File: src/rtl/msri_pkg.sv
// msri_pkg: shared types and constants of the motor speed ramp integrator
// no dependencies; used by the channel interfaces and the top level

package msri_pkg;

  // fixed-point position of speed and angle
  localparam int FRAC_BITS = 16;

  // configuration port
  localparam int CFG_IDX_W  = 2;
  localparam int CFG_DATA_W = 16;

  localparam logic [CFG_IDX_W-1:0] REG_ACCEL     = 2'd0;
  localparam logic [CFG_IDX_W-1:0] REG_DECEL     = 2'd1;
  localparam logic [CFG_IDX_W-1:0] REG_MAX_SPEED = 2'd2;
  localparam logic [CFG_IDX_W-1:0] REG_DEAD_BAND = 2'd3;

  localparam logic [15:0] ACCEL_RST     = 16'd12800;
  localparam logic [15:0] DECEL_RST     = 16'd6400;
  localparam logic [15:0] MAX_SPEED_RST = 16'd15360;
  localparam logic [14:0] DEAD_BAND_RST = 15'd8;

  // request kinds
  localparam logic KIND_TICK  = 1'b0;
  localparam logic KIND_CLEAR = 1'b1;

  // direction codes
  localparam logic [1:0] DIR_IDLE = 2'd0;
  localparam logic [1:0] DIR_FWD  = 2'd1;
  localparam logic [1:0] DIR_REV  = 2'd2;

  // command full scale, Q2.14
  localparam logic [16:0] CMD_ONE = 17'd16384;

  // 180/pi in Q16
  localparam logic [21:0] DEG_PER_RAD = 22'd3754936;

  // shared multiplier
  localparam int MUL_W  = 32;
  localparam int PROD_W = 2 * MUL_W;

  // signed working width of the speed update
  localparam int SPD_W = 36;

  localparam int DRIVE_SHIFT = 38 - FRAC_BITS;
  localparam int COAST_SHIFT = 24 - FRAC_BITS;
  localparam int LIM_SHIFT   = FRAC_BITS - 8;
  localparam int ANG_SHIFT   = 16;
  localparam int DEG_SHIFT   = FRAC_BITS + 8;

  typedef struct packed {
    logic               kind;
    logic signed [15:0] drive_command;
    logic        [15:0] time_step;
  } msri_in_t;

  typedef struct packed {
    logic signed [31:0] angle_radians;
    logic signed [31:0] angle_degrees;
    logic signed [31:0] speed_now;
    logic        [1:0]  motion_dir;
  } msri_out_t;

endpackage

File: src/rtl/msri_in_if.sv
// msri_in_if: request channel of the ramp integrator, valid/ready handshake
// depends on msri_pkg for the payload type

interface msri_in_if;
  import msri_pkg::*;

  logic     valid;
  logic     ready;
  msri_in_t data;

  modport source(output valid, output data, input ready);
  modport sink(input valid, input data, output ready);
endinterface

File: src/rtl/msri_out_if.sv
// msri_out_if: result channel of the ramp integrator, valid/ready handshake
// depends on msri_pkg for the payload type

interface msri_out_if;
  import msri_pkg::*;

  logic      valid;
  logic      ready;
  msri_out_t data;

  modport source(output valid, output data, input ready);
  modport sink(input valid, input data, output ready);
endinterface

File: src/rtl/motor_speed_ramp_integrator.sv
// motor_speed_ramp_integrator: velocity ramp, angle integration and degree conversion
// depends on msri_pkg, msri_in_if and msri_out_if
//
//  channel  | dir | handshake        | payload
//  in_chan  | in  | valid/ready      | kind, drive_command, time_step
//  out_chan | out | valid/ready      | angle_radians, angle_degrees, speed_now, motion_dir
//  cfg_*    | in  | cfg_we, no ready | cfg_index, cfg_data
//
// a coasting tick skips the command step of a driven tick and a clear skips the ramp and
// angle steps; multiplies run one after another on a single registered 32x32 multiplier
// in_chan.ready is high only while the sequencer idles
// a finished result sits in the output register; a new request is taken while
// it waits, and the next result waits in its last step until the slot frees
// rst_n is synchronous: speed, angle and direction clear, registers reload defaults

module motor_speed_ramp_integrator (
  input  logic                              clk,
  input  logic                              rst_n,
  msri_in_if.sink                           in_chan,
  msri_out_if.source                        out_chan,
  input  logic                              cfg_we,
  input  logic [msri_pkg::CFG_IDX_W-1:0]    cfg_index,
  input  logic [msri_pkg::CFG_DATA_W-1:0]   cfg_data
);
  import msri_pkg::*;

  typedef enum logic [7:0] {
    S_IDLE  = 8'b0000_0001,
    S_RATE  = 8'b0000_0010,
    S_CMD   = 8'b0000_0100,
    S_SPEED = 8'b0000_1000,
    S_ANGLE = 8'b0001_0000,
    S_ADD   = 8'b0010_0000,
    S_DEG   = 8'b0100_0000,
    S_OUT   = 8'b1000_0000
  } state_t;

  state_t state_r, state_nxt;

  logic [15:0] accel_r, decel_r, max_speed_r;
  logic [14:0] dead_band_r;

  logic signed [31:0] speed_r, speed_nxt;
  logic        [31:0] angle_r, angle_nxt;
  logic        [1:0]  dir_r, dir_nxt;

  // per-request latches
  logic        drive_r;
  logic        cmd_neg_r;
  logic [14:0] cmd_mag_r;
  logic [15:0] dt_r;

  logic [MUL_W-1:0]  mul_a, mul_b;
  logic              mul_en;
  logic [PROD_W-1:0] prod_r;

  logic      out_valid_r, out_valid_nxt;
  msri_out_t out_data_r;

  logic accept;
  logic out_free;

  // command clamp and dead band
  logic [15:0] cmd_bits;
  logic        cmd_neg;
  logic [16:0] cmd_raw_mag;
  logic [14:0] cmd_mag;

  // speed update
  logic signed [SPD_W-1:0] spd_ext, delta_s, spd_upd, lim_s, spd_clamp;
  logic signed [SPD_W-1:0] spd_max;

  logic [31:0] spd_mag, ang_mag, step, deg_mag, deg_val;

  assign accept   = in_chan.valid && in_chan.ready;
  assign out_free = !out_valid_r || out_chan.ready;

  assign in_chan.ready  = (state_r == S_IDLE);
  assign out_chan.valid = out_valid_r;
  assign out_chan.data  = out_data_r;

  always_comb begin
    cmd_bits    = in_chan.data.drive_command;
    cmd_neg     = cmd_bits[15];
    cmd_raw_mag = cmd_neg ? ({1'b0, ~cmd_bits} + 17'd1) : {1'b0, cmd_bits};
    cmd_mag     = (cmd_raw_mag > CMD_ONE) ? CMD_ONE[14:0] : cmd_raw_mag[14:0];
  end

  // shared multiplier operand select
  always_comb begin
    spd_mag = speed_r[31] ? (~speed_r + 32'd1) : speed_r;
    ang_mag = angle_r[31] ? (~angle_r + 32'd1) : angle_r;
    mul_a   = '0;
    mul_b   = '0;
    mul_en  = 1'b1;
    unique case (state_r)
      S_RATE: begin
        mul_a = MUL_W'(drive_r ? accel_r : decel_r);
        mul_b = MUL_W'(dt_r);
      end
      S_CMD: begin
        mul_a = prod_r[MUL_W-1:0];
        mul_b = MUL_W'(cmd_mag_r);
      end
      S_ANGLE: begin
        mul_a = spd_mag;
        mul_b = MUL_W'(dt_r);
      end
      S_DEG: begin
        mul_a = ang_mag;
        mul_b = MUL_W'(DEG_PER_RAD);
      end
      S_IDLE, S_SPEED, S_ADD, S_OUT: begin
        mul_en = 1'b0;
      end
    endcase
  end

  always_ff @(posedge clk) begin
    if (mul_en) begin
      prod_r <= mul_a * mul_b;
    end
  end

  // speed ramp, coast and limit
  always_comb begin
    spd_ext = SPD_W'(speed_r);
    spd_max = SPD_W'(32'h7FFF_FFFF);
    if (drive_r) begin
      delta_s = SPD_W'(prod_r >> DRIVE_SHIFT);
      spd_upd = cmd_neg_r ? (spd_ext - delta_s) : (spd_ext + delta_s);
    end else begin
      delta_s = SPD_W'(prod_r >> COAST_SHIFT);
      if (spd_ext > 0) begin
        spd_upd = spd_ext - delta_s;
        if (spd_upd < 0) begin
          spd_upd = '0;
        end
      end else begin
        spd_upd = spd_ext + delta_s;
        if (spd_upd > 0) begin
          spd_upd = '0;
        end
      end
    end
    lim_s = SPD_W'(max_speed_r) << LIM_SHIFT;
    if (lim_s > spd_max) begin
      lim_s = spd_max;
    end
    if (spd_upd > lim_s) begin
      spd_clamp = lim_s;
    end else if (spd_upd < -lim_s) begin
      spd_clamp = -lim_s;
    end else begin
      spd_clamp = spd_upd;
    end
  end

  always_comb begin
    step    = prod_r[ANG_SHIFT +: 32];
    deg_mag = prod_r[DEG_SHIFT +: 32];
    deg_val = angle_r[31] ? (~deg_mag + 32'd1) : deg_mag;
  end

  // sequencer
  always_comb begin
    state_nxt     = state_r;
    speed_nxt     = speed_r;
    angle_nxt     = angle_r;
    dir_nxt       = dir_r;
    out_valid_nxt = out_valid_r && !out_chan.ready;
    unique case (state_r)
      S_IDLE: begin
        if (accept) begin
          if (in_chan.data.kind == KIND_CLEAR) begin
            speed_nxt = '0;
            angle_nxt = '0;
            state_nxt = S_DEG;
          end else begin
            state_nxt = S_RATE;
          end
        end
      end
      S_RATE: begin
        state_nxt = drive_r ? S_CMD : S_SPEED;
      end
      S_CMD: begin
        state_nxt = S_SPEED;
      end
      S_SPEED: begin
        speed_nxt = spd_clamp[31:0];
        dir_nxt   = !drive_r ? DIR_IDLE : (cmd_neg_r ? DIR_REV : DIR_FWD);
        state_nxt = S_ANGLE;
      end
      S_ANGLE: begin
        state_nxt = S_ADD;
      end
      S_ADD: begin
        angle_nxt = angle_r + (speed_r[31] ? (~step + 32'd1) : step);
        state_nxt = S_DEG;
      end
      S_DEG: begin
        state_nxt = S_OUT;
      end
      S_OUT: begin
        if (out_free) begin
          out_valid_nxt = 1'b1;
          state_nxt     = S_IDLE;
        end
      end
    endcase
  end

  always_ff @(posedge clk) begin
    if (!rst_n) begin
      state_r     <= S_IDLE;
      speed_r     <= '0;
      angle_r     <= '0;
      dir_r       <= DIR_IDLE;
      out_valid_r <= 1'b0;
    end else begin
      state_r     <= state_nxt;
      speed_r     <= speed_nxt;
      angle_r     <= angle_nxt;
      dir_r       <= dir_nxt;
      out_valid_r <= out_valid_nxt;
    end
  end

  always_ff @(posedge clk) begin
    if (!rst_n) begin
      accel_r     <= ACCEL_RST;
      decel_r     <= DECEL_RST;
      max_speed_r <= MAX_SPEED_RST;
      dead_band_r <= DEAD_BAND_RST;
    end else if (cfg_we) begin
      unique case (cfg_index)
        REG_ACCEL:     accel_r     <= cfg_data;
        REG_DECEL:     decel_r     <= cfg_data;
        REG_MAX_SPEED: max_speed_r <= cfg_data;
        REG_DEAD_BAND: dead_band_r <= cfg_data[14:0];
      endcase
    end
  end

  always_ff @(posedge clk) begin
    if (accept) begin
      drive_r   <= (cmd_mag > dead_band_r);
      cmd_neg_r <= cmd_neg;
      cmd_mag_r <= cmd_mag;
      dt_r      <= in_chan.data.time_step;
    end
  end

  always_ff @(posedge clk) begin
    if (state_r == S_OUT && out_free) begin
      out_data_r.angle_radians <= angle_r;
      out_data_r.angle_degrees <= deg_val;
      out_data_r.speed_now     <= speed_r;
      out_data_r.motion_dir    <= dir_r;
    end
  end

  // a request holds off the next one until its result is loaded
  a_busy_after_accept: assert property (@(posedge clk) disable iff (!rst_n)
    accept |=> !in_chan.ready)
    else $error("request taken while previous one still in work");

  // a clear leaves speed and angle at zero
  a_clear_zeroes: assert property (@(posedge clk) disable iff (!rst_n)
    accept && in_chan.data.kind == KIND_CLEAR |=> speed_r == 0 && angle_r == 0)
    else $error("clear did not zero speed and angle");

  // speed never leaves the configured limit after an update
  a_speed_limit: assert property (@(posedge clk) disable iff (!rst_n)
    state_r == S_ANGLE |-> (spd_ext <= lim_s) && (spd_ext >= -lim_s))
    else $error("speed outside limit");

  // a new result only comes from the final step
  a_result_source: assert property (@(posedge clk) disable iff (!rst_n)
    $rose(out_valid_r) |-> $past(state_r == S_OUT))
    else $error("result raised outside final step");

endmodule

File: src/flat_wrapper.sv
// flat-port wrapper written by rule: the top's interface ports become plain ports
module motor_speed_ramp_integrator_flat import msri_pkg::*;
  (clk, rst_n, cfg_we, cfg_index, cfg_data, in_chan_valid, in_chan_data, in_chan_ready, out_chan_valid, out_chan_data, out_chan_ready);
  msri_in_if in_chan_i ();
  msri_out_if out_chan_i ();
  input  logic clk;
  input  logic rst_n;
  input  logic cfg_we;
  input  logic [msri_pkg::CFG_IDX_W-1:0] cfg_index;
  input  logic [msri_pkg::CFG_DATA_W-1:0] cfg_data;
  input wire logic [$bits(in_chan_i.valid)-1:0] in_chan_valid;
  input wire logic [$bits(in_chan_i.data)-1:0] in_chan_data;
  output wire logic [$bits(in_chan_i.ready)-1:0] in_chan_ready;
  output wire logic [$bits(out_chan_i.valid)-1:0] out_chan_valid;
  output wire logic [$bits(out_chan_i.data)-1:0] out_chan_data;
  input wire logic [$bits(out_chan_i.ready)-1:0] out_chan_ready;
  assign in_chan_i.valid = in_chan_valid;
  assign in_chan_i.data = in_chan_data;
  assign in_chan_ready = in_chan_i.ready;
  assign out_chan_valid = out_chan_i.valid;
  assign out_chan_data = out_chan_i.data;
  assign out_chan_i.ready = out_chan_ready;
  motor_speed_ramp_integrator u_core (.clk(clk), .rst_n(rst_n), .in_chan(in_chan_i), .out_chan(out_chan_i), .cfg_we(cfg_we), .cfg_index(cfg_index), .cfg_data(cfg_data));
endmodule
File: config.mk
export PLATFORM = sky130hd
export DESIGN_NAME = motor_speed_ramp_integrator_flat
export DESIGN_NICKNAME = d
export VERILOG_FILES = /design/src/rtl/msri_pkg.sv /design/src/rtl/msri_in_if.sv /design/src/rtl/msri_out_if.sv /design/src/rtl/motor_speed_ramp_integrator.sv /design/src/flat_wrapper.sv
export SDC_FILE = /design/constraint.sdc
export NUM_CORES = 2
export LEC_CHECK = 0
export BUFFER_PORTS_ARGS = -buffer_cell sky130_fd_sc_hd__buf_2
export CELL_PAD_IN_SITES_DETAIL_PLACEMENT = 1
export CELL_PAD_IN_SITES_GLOBAL_PLACEMENT = 2
export CORE_MARGIN = 5
export CORE_UTILIZATION = 41
export DETAILED_ROUTE_END_ITERATION = 8
export GPL_TIMING_DRIVEN = 0
export PLACE_DENSITY = 0.86
export SLEW_MARGIN = 25
export SYNTH_ARGS = -nofsm -noshare
export SYNTH_HDL_FRONTEND = slang
export SYNTH_SLANG_ARGS = --single-unit
File: constraint.sdc
create_clock -name clk -period 13.5 [get_ports clk]
set_input_delay 1.35 -clock clk [delete_from_list [all_inputs] [get_ports clk]]
set_output_delay 1.35 -clock clk [all_outputs]
set_load 0.01 [all_outputs]
# ---- Yosys cells after proc, flatten, opt, wreduce, memory -nomap -nowiden
# Cells that the tools add are included.
dict set report op_classes {
  add_sub_neg 11
  multipliers 1
  div 0
  magnitude_cmp 8
  eq_ne 14
  n_shift 0
  mux 30
  bitwise 5
  reduce_logical 18
}
# op n
set op_table {}
lappend op_table {{$mux W32} 8}
lappend op_table {{$mux W36} 5}
lappend op_table {{$add A32 B1 Y32 const B} 4}
lappend op_table {{$pmux W32 S2} 2}
lappend op_table {{$pmux W32 S4} 1}
lappend op_table {{$not A32 Y32} 3}
lappend op_table {{$pmux W22 S3} 1}
lappend op_table {{$pmux W8 S8} 1}
lappend op_table {{$mul A32 B22 Y54} 1}
lappend op_table {{$add A32 B36 Y36} 1}
lappend op_table {{$gt A36 B1 Y1 const B} 1}
lappend op_table {{$gt A36 B32 Y1} 1}
lappend op_table {{$lt A36 B1 Y1 const B} 1}
lappend op_table {{$lt A36 B36 Y1} 1}
lappend op_table {{$neg A31 Y36} 1}
lappend op_table {{$sub A32 B36 Y36} 1}
lappend op_table {{$add A32 B33 Y34} 1}
lappend op_table {{$sub A32 B33 Y34} 1}
lappend op_table {{$add A32 B32 Y32} 1}
lappend op_table {{$gt A32 B1 Y1 const B} 1}
lappend op_table {{$not A30 Y32} 1}
lappend op_table {{$gt A24 B31 Y1 const B} 1}
lappend op_table {{$mux W31} 1}
lappend op_table {{$add A16 B1 Y17 const B} 1}
lappend op_table {{other kinds (32)} 46}
dict set report totals {
  reg_bits 323
  latchBits 0
  ramBits 0
  mem_bits_ro 0
  wordCells 105
  mem_count 0
}

# ---- Longest topological paths before layout
dict set report logic_depth {
  ltp_word 9
  mapped_depth 40
  mapped_depth_nobuf 39
}

# ---- Worst setup path after synthesis
# OpenSTA, ideal clock, no wires.
dict set report synth_timing {
  path_kind {reg2reg}
  start {reg u_core.angle_r[3]}
  end {reg u_core.prod_r[53], data pin}
  setup_time_ns 0.262
  t_arrival_ns 9.971
  t_required_ns 13.238
  setup_slack_ns 3.266
  stages_incl_launch_ff 37
  path_buffers 0
  period_less_slack_ns 10.234
  cell_sequence {dfxtp_1 > or4_1 > nor4_1 > nor2b_1 > nand2_1 > o41ai_1 > xor2_1 > nor2_1 > a2111oi_0 > nor2_1 > fa_1 > inv_1 > fa_1 > fa_1 > inv_1 > fa_1 > inv_1 > fa_1 > fa_1 > fa_1 > inv_1 > ha_1 > a21o_1 > a21oi_1 > nand2_1 > nand2_1 > a31oi_1 > o41a_1 > a22o_1 > a221o_1 > a41o_1 > a21oi_1 > o31ai_1 > a2111oi_2 > o311ai_1 > a21oi_1 > xor2_1}
}
dict set report synth_between {
  elab_chain_len 5
}
# item line_no
set synth_rtl {}
lappend synth_rtl {{start, declared} motor_speed_ramp_integrator.sv:44} ;# logic [31:0] angle_r, angle_nxt;
lappend synth_rtl {{start signal, assigned} motor_speed_ramp_integrator.sv:224} ;# angle_r <= angle_nxt;
lappend synth_rtl {{$not A32 Y32} motor_speed_ramp_integrator.sv:92} ;# ang_mag = angle_r[31] ? (~angle_r + 32'd1) : angle_r;
lappend synth_rtl {{$add A32 B1 Y32} motor_speed_ramp_integrator.sv:92}
lappend synth_rtl {{$mux W32 *} motor_speed_ramp_integrator.sv:92}
lappend synth_rtl {{$pmux W32 S4 *} motor_speed_ramp_integrator.sv:96} ;# unique case (state_r)
lappend synth_rtl {{$mul A32 B22 Y54 *} motor_speed_ramp_integrator.sv:121} ;# prod_r <= mul_a * mul_b;
lappend synth_rtl {{end signal, assigned} motor_speed_ramp_integrator.sv:121}
lappend synth_rtl {{end, declared} motor_speed_ramp_integrator.sv:55} ;# logic [PROD_W-1:0] prod_r;
# Every way passes the cells marked *; elsewhere a longest branch is shown, timed or not.
# A chain may end at the register's enable or synchronous reset.

# ---- Final worst setup path
dict set report layout_timing {
  start {reg u_core.drive_r}
  end {reg u_core.prod_r[45], data pin}
}
dict set report layout_between {
  elab_chain_len 3
}
# item line_no
set layout_rtl {}
lappend layout_rtl {{start, declared} motor_speed_ramp_integrator.sv:48} ;# logic drive_r;
lappend layout_rtl {{start signal, assigned} motor_speed_ramp_integrator.sv:248} ;# drive_r <= (cmd_mag > dead_band_r);
lappend layout_rtl {{$mux W16} motor_speed_ramp_integrator.sv:98} ;# mul_a = MUL_W'(drive_r ? accel_r : decel_r);
lappend layout_rtl {{$pmux W32 S4} motor_speed_ramp_integrator.sv:96}
lappend layout_rtl {{$mul A32 B22 Y54} motor_speed_ramp_integrator.sv:121}
# No other way between the ends.

==> Flow_metrics.wiki <==
{| class="wikitable"
! Metric !! Value
|-
| Count of clock tree sinks || 323
|-
| Most area-hungry cell type in the Yosys netlist || sky130_fd_sc_hd__fa_1
|-
| Share of Yosys cell area claimed by the top area cell type || 0.230
|-
| # IOs || 156
|-
| Total DRC errors in the routed layout || 0
|-
| Launching element type of the critical path || flop
|-
| # H-tree levels || 2
|-
| Critical path arrival || approximately 13 ns
|-
| Clock buffers created by TritonCTS || 38
|-
| Number of vias per cell || ~6
|-
| Unrepaired setup endpoints after global routing || no
|-
| Buffer type at the clock tree root || sky130_fd_sc_hd__clkbuf_16
|-
| Post-route standard cell area excluding fillers || around 50000 um2
|-
| Slowest-stage cell, CP || sky130_fd_sc_hd__buf_1
|-
| Register-to-register setup slack || approximately 0.35 ns
|-
| Worst VDD drop || ~0.075 mV
|-
| Overall die width || between 300 and 400 um
|-
| Critical path required time || 13.85 ns
|-
| Post-Syn Instances || approximately 5300
|-
| Post-detailed-placement cell area || a little under 50000 um2
|-
| # Max-Cap Violations || 0
|-
| Number of antenna violations at the first check in global routing || 12
|-
| Remaining Overflow, GRT || 0
|-
| Worst Path Class, Setup || reg -> reg
|-
| Primary FF master, synth || sky130_fd_sc_hd__edfxtp_1
|-
| Fraction of final layout cells sized beyond drive strength 1 || 0.0588
|-
| Chip height || between 300 and 400 um
|-
| Sequential fraction of the synthesis area || 0.182
|-
| Count of endpoints failing hold in the final timing report || 0
|-
| Crit-path leading delay family || adder cells
|-
| Clock tree from TritonCTS || built
|-
| Number of port buffers || between 150 and 200
|-
| Layout Area Growth over Synthesis || 9.35%
|-
| Number of synthesized register bits || around 320
|-
| Least-Margin Pin Slew || around 1.2 ns
|-
| Initial DRC count || roughly 3400
|-
| Share of async-settable or async-resettable flops after synthesis || 0
|-
| Total Die Area || 118000 um2
|-
| End point of the critical path || u_core.prod_r[45]
|-
| Largest stage delay on the critical path || 0.82 ns
|-
| Number of slew-limit violations in the final report || 0
|-
| Outcome || completed
|-
| Syn Area/Cell || ~8.6 um2
|-
| Number of buffer and inverter stages on the critical path || 7
|-
| Buffer levels on the longest clock path || 3
|-
| Final critical delay including setup and external delays || 13.15 ns
|-
| Worst-skew pair later-pin latency || ~0.6 ns
|-
| Global-route wire length before repair || approximately 290 mm
|-
| Min-delay worst type || reg -> reg
|-
| CTS Hold Buffers Added || 0
|-
| Wire per inst || 28.2 um
|-
| Post-CTS setup buffer count || 0
|-
| Type of element capturing the critical path || flop
|-
| Hold wc startpoint || u_core.decel_r[1]
|-
| Total power || about 3100 uW
|-
| Leakage Power || approximately 0.023 uW
|-
| Placed wire-length estimate after detailed placement || ~170 mm
|-
| Launch instance of the worst register-to-register path || u_core.drive_r
|-
| Post-layout nets || 6528
|-
| Row count || around 120
|-
| Distinct cell type count after synthesis || 100
|-
| Maximum fanout along the worst path || 10
|-
| Final setup violation count || 0
|-
| Number of nets still failing antenna checks after routing || 0
|-
| Top post-synthesis cells by area || sky130_fd_sc_hd__fa_1 (23%), sky130_fd_sc_hd__edfxtp_1 (12%), sky130_fd_sc_hd__ha_1 (11%)
|-
| EDFF count, synth || approximately 190
|-
| Worst clock skew || around 0.034 ns
|-
| Pin count of the biggest net entering global routing || 31
|-
| Crit path depth || 32
|-
| Power per cell area || roughly 63 nW/um2
|-
| Highest Clock Rate || 76.1 MHz
|-
| Final wirelength || approximately 200 mm
|-
| Relative max-transition margin || 0.198
|-
| Final period utilization || 0.974
|-
| Clock input transition at the sequential cells of the worst setup and hold paths || around 0.06 ns
|-
| Initial Util || 0.413
|-
| Logic depth of the worst register-to-register path || 32
|-
| Overall via count from detail_route || ~41000
|-
| Capture point of the worst reg-to-reg path || u_core.prod_r[45]
|-
| Count of synthesis-stage warnings from yosys || 0
|-
| Post-synthesis net count || about 6300
|-
| Total iterations of the first detailed-routing run || 6
|-
| Crit-path most repeated cell || sky130_fd_sc_hd__fa_1
|-
| Gp weighted congestion || 1.02
|-
| Critical Path Start || u_core.drive_r
|-
| Post-synthesis cell area || approximately 46000 um2
|-
| Core region area || about 110000 um2
|-
| Number of inserted filler cells in the final layout || between 10000 and 15000
|-
| Resized Gates After CTS || 0
|-
| Global Route Usage Sum || 0.331
|-
| Vias in the first global route || between 40000 and 50000
|}
[layer usage]
layer	track usage	routed length [um]	vias up
met3	0.0443	13300	384
met4	0.161	11900	0
li1	-	-	18200
met5	0	0	-
met2	0.546	92000	1571
met1	0.430	81400	21200
[cells by family after synthesis]
logic type	Yosys count	synth area share
compound gates	1032	0.156
simple gates	1629	0.164
mux	45	0.0101
flops	323	0.182
xor+xnor	315	0.0603
fa+ha+maj	938	0.342
buf+inv	1038	0.0858
[layout by cell type, fill, tap and decap left out, drive strengths merged, types with 29 or more instances in the layout]
cell | Yosys | routed
buf | 30 | 202
o21ai | 193 | 193
mux2i | 36 | 36
nand4 | 31 | 31
nor2 | 350 | 350
xor2 | 101 | 101
ha | 412 | 412
a21oi | 217 | 217
and2 | 70 | 70
a221o | 29 | 29
nand2 | 705 | 705
nand2b | 40 | 40
nor4 | 43 | 43
a21boi | 63 | 63
nand3 | 80 | 80
a21o | 71 | 71
xnor2 | 214 | 214
a211oi | 32 | 32
edfxtp | 185 | 185
clkbuf | 222 | 270
fa | 525 | 525
or3 | 39 | 39
o211ai | 30 | 30
dfxtp | 138 | 138
inv | 786 | 789
o21a | 43 | 43
nor3 | 78 | 78
nor2b | 79 | 79
a22oi | 33 | 33
o31ai | 57 | 57
a31oi | 33 | 33
[worst min path at each step]
| stage | slack (ns) | end | depth (start not counted) |
|---|---|---|---|
| final | 0.47 | u_core.decel_r[1] | 2 |
| after global placement | 0.45 | u_core.decel_r[1] | 2 |
| after floorplan | 0.40 | u_core.out_chan.data[0] | 0 |
| after CTS | 0.47 | u_core.decel_r[4] | 2 |
| after global routing | 0.49 | u_core.decel_r[13] | 2 |
| after detailed placement | 0.46 | u_core.decel_r[1] | 2 |
[worst min-delay path, stage by stage (launching register included)]
cell	delay (ns)
sky130_fd_sc_hd__dfxtp_1	0.31
sky130_fd_sc_hd__nand2_1	0.05
sky130_fd_sc_hd__a21boi_0	0.06
[metrics by stage]
| step | cells | hold WS [ns] | utilization | setup WS [ns] | TNS (ns) |
|---|---|---|---|---|---|
| final | 7055 | 0.465 | 0.452 | 0.354 | 0 |
| after global routing | 7053 | 0.486 | 0.452 | 0.0845 | 0 |
| after global placement | 6959 | 0.448 | 0.437 | -0.521 | -2.55 |
| after floorplan | 5320 | 0.401 | - | 3.27 | 0 |
| after detailed placement | 6982 | 0.459 | 0.441 | 0.417 | 0 |
| after CTS | 7052 | 0.467 | 0.452 | 0.377 | 0 |
[sequential cells by signal (all words and copies together), names as in the netlist, 2 cells and up]
name	count
u_core.out_chan.data	98
u_core.prod_r	54
u_core.angle_r	32
u_core.speed_r	32
u_core.accel_r	16
u_core.decel_r	16
u_core.dt_r	16
u_core.max_speed_r	16
u_core.cmd_mag_r	15
u_core.dead_band_r	15
u_core.state_r	8
u_core.dir_r	2
[where the power goes]
group | total, uW | internal, uW | switching (uW) | leakage (uW)
logic | 950 | 287 | 663 | 0.0191
clock network | 1050 | 567 | 486 | 0.000587
registers | 1140 | 1080 | 58.3 | 0.00291
total | 3150 | 1940 | 1210 | 0.0226
[synth_stat cells, types with 71 or more instances]
cell,number
sky130_fd_sc_hd__a21o_1,71
sky130_fd_sc_hd__a21oi_1,217
sky130_fd_sc_hd__clkbuf_1,222
sky130_fd_sc_hd__dfxtp_1,138
sky130_fd_sc_hd__edfxtp_1,185
sky130_fd_sc_hd__fa_1,525
sky130_fd_sc_hd__ha_1,412
sky130_fd_sc_hd__inv_1,782
sky130_fd_sc_hd__nand2_1,705
sky130_fd_sc_hd__nand3_1,80
sky130_fd_sc_hd__nor2_1,348
sky130_fd_sc_hd__nor2b_1,78
sky130_fd_sc_hd__nor3_1,76
sky130_fd_sc_hd__o21ai_0,173
sky130_fd_sc_hd__xnor2_1,214
sky130_fd_sc_hd__xor2_1,101
[area by class of cell]
cell class	count	area, um2	area share
timing repair buffer	175	1030	0.0206
tap	1488	1860	0.0372
multi-input combinational	3959	33700	0.673
buffer	252	981	0.0196
inverter	786	2950	0.0589
clock inverter	25	238	0.00475
clock buffer	45	977	0.0195
antenna	2	5.00	0.000100
sequential	323	8320	0.166
No activity file was read; power rests on OpenSTA's default activity.
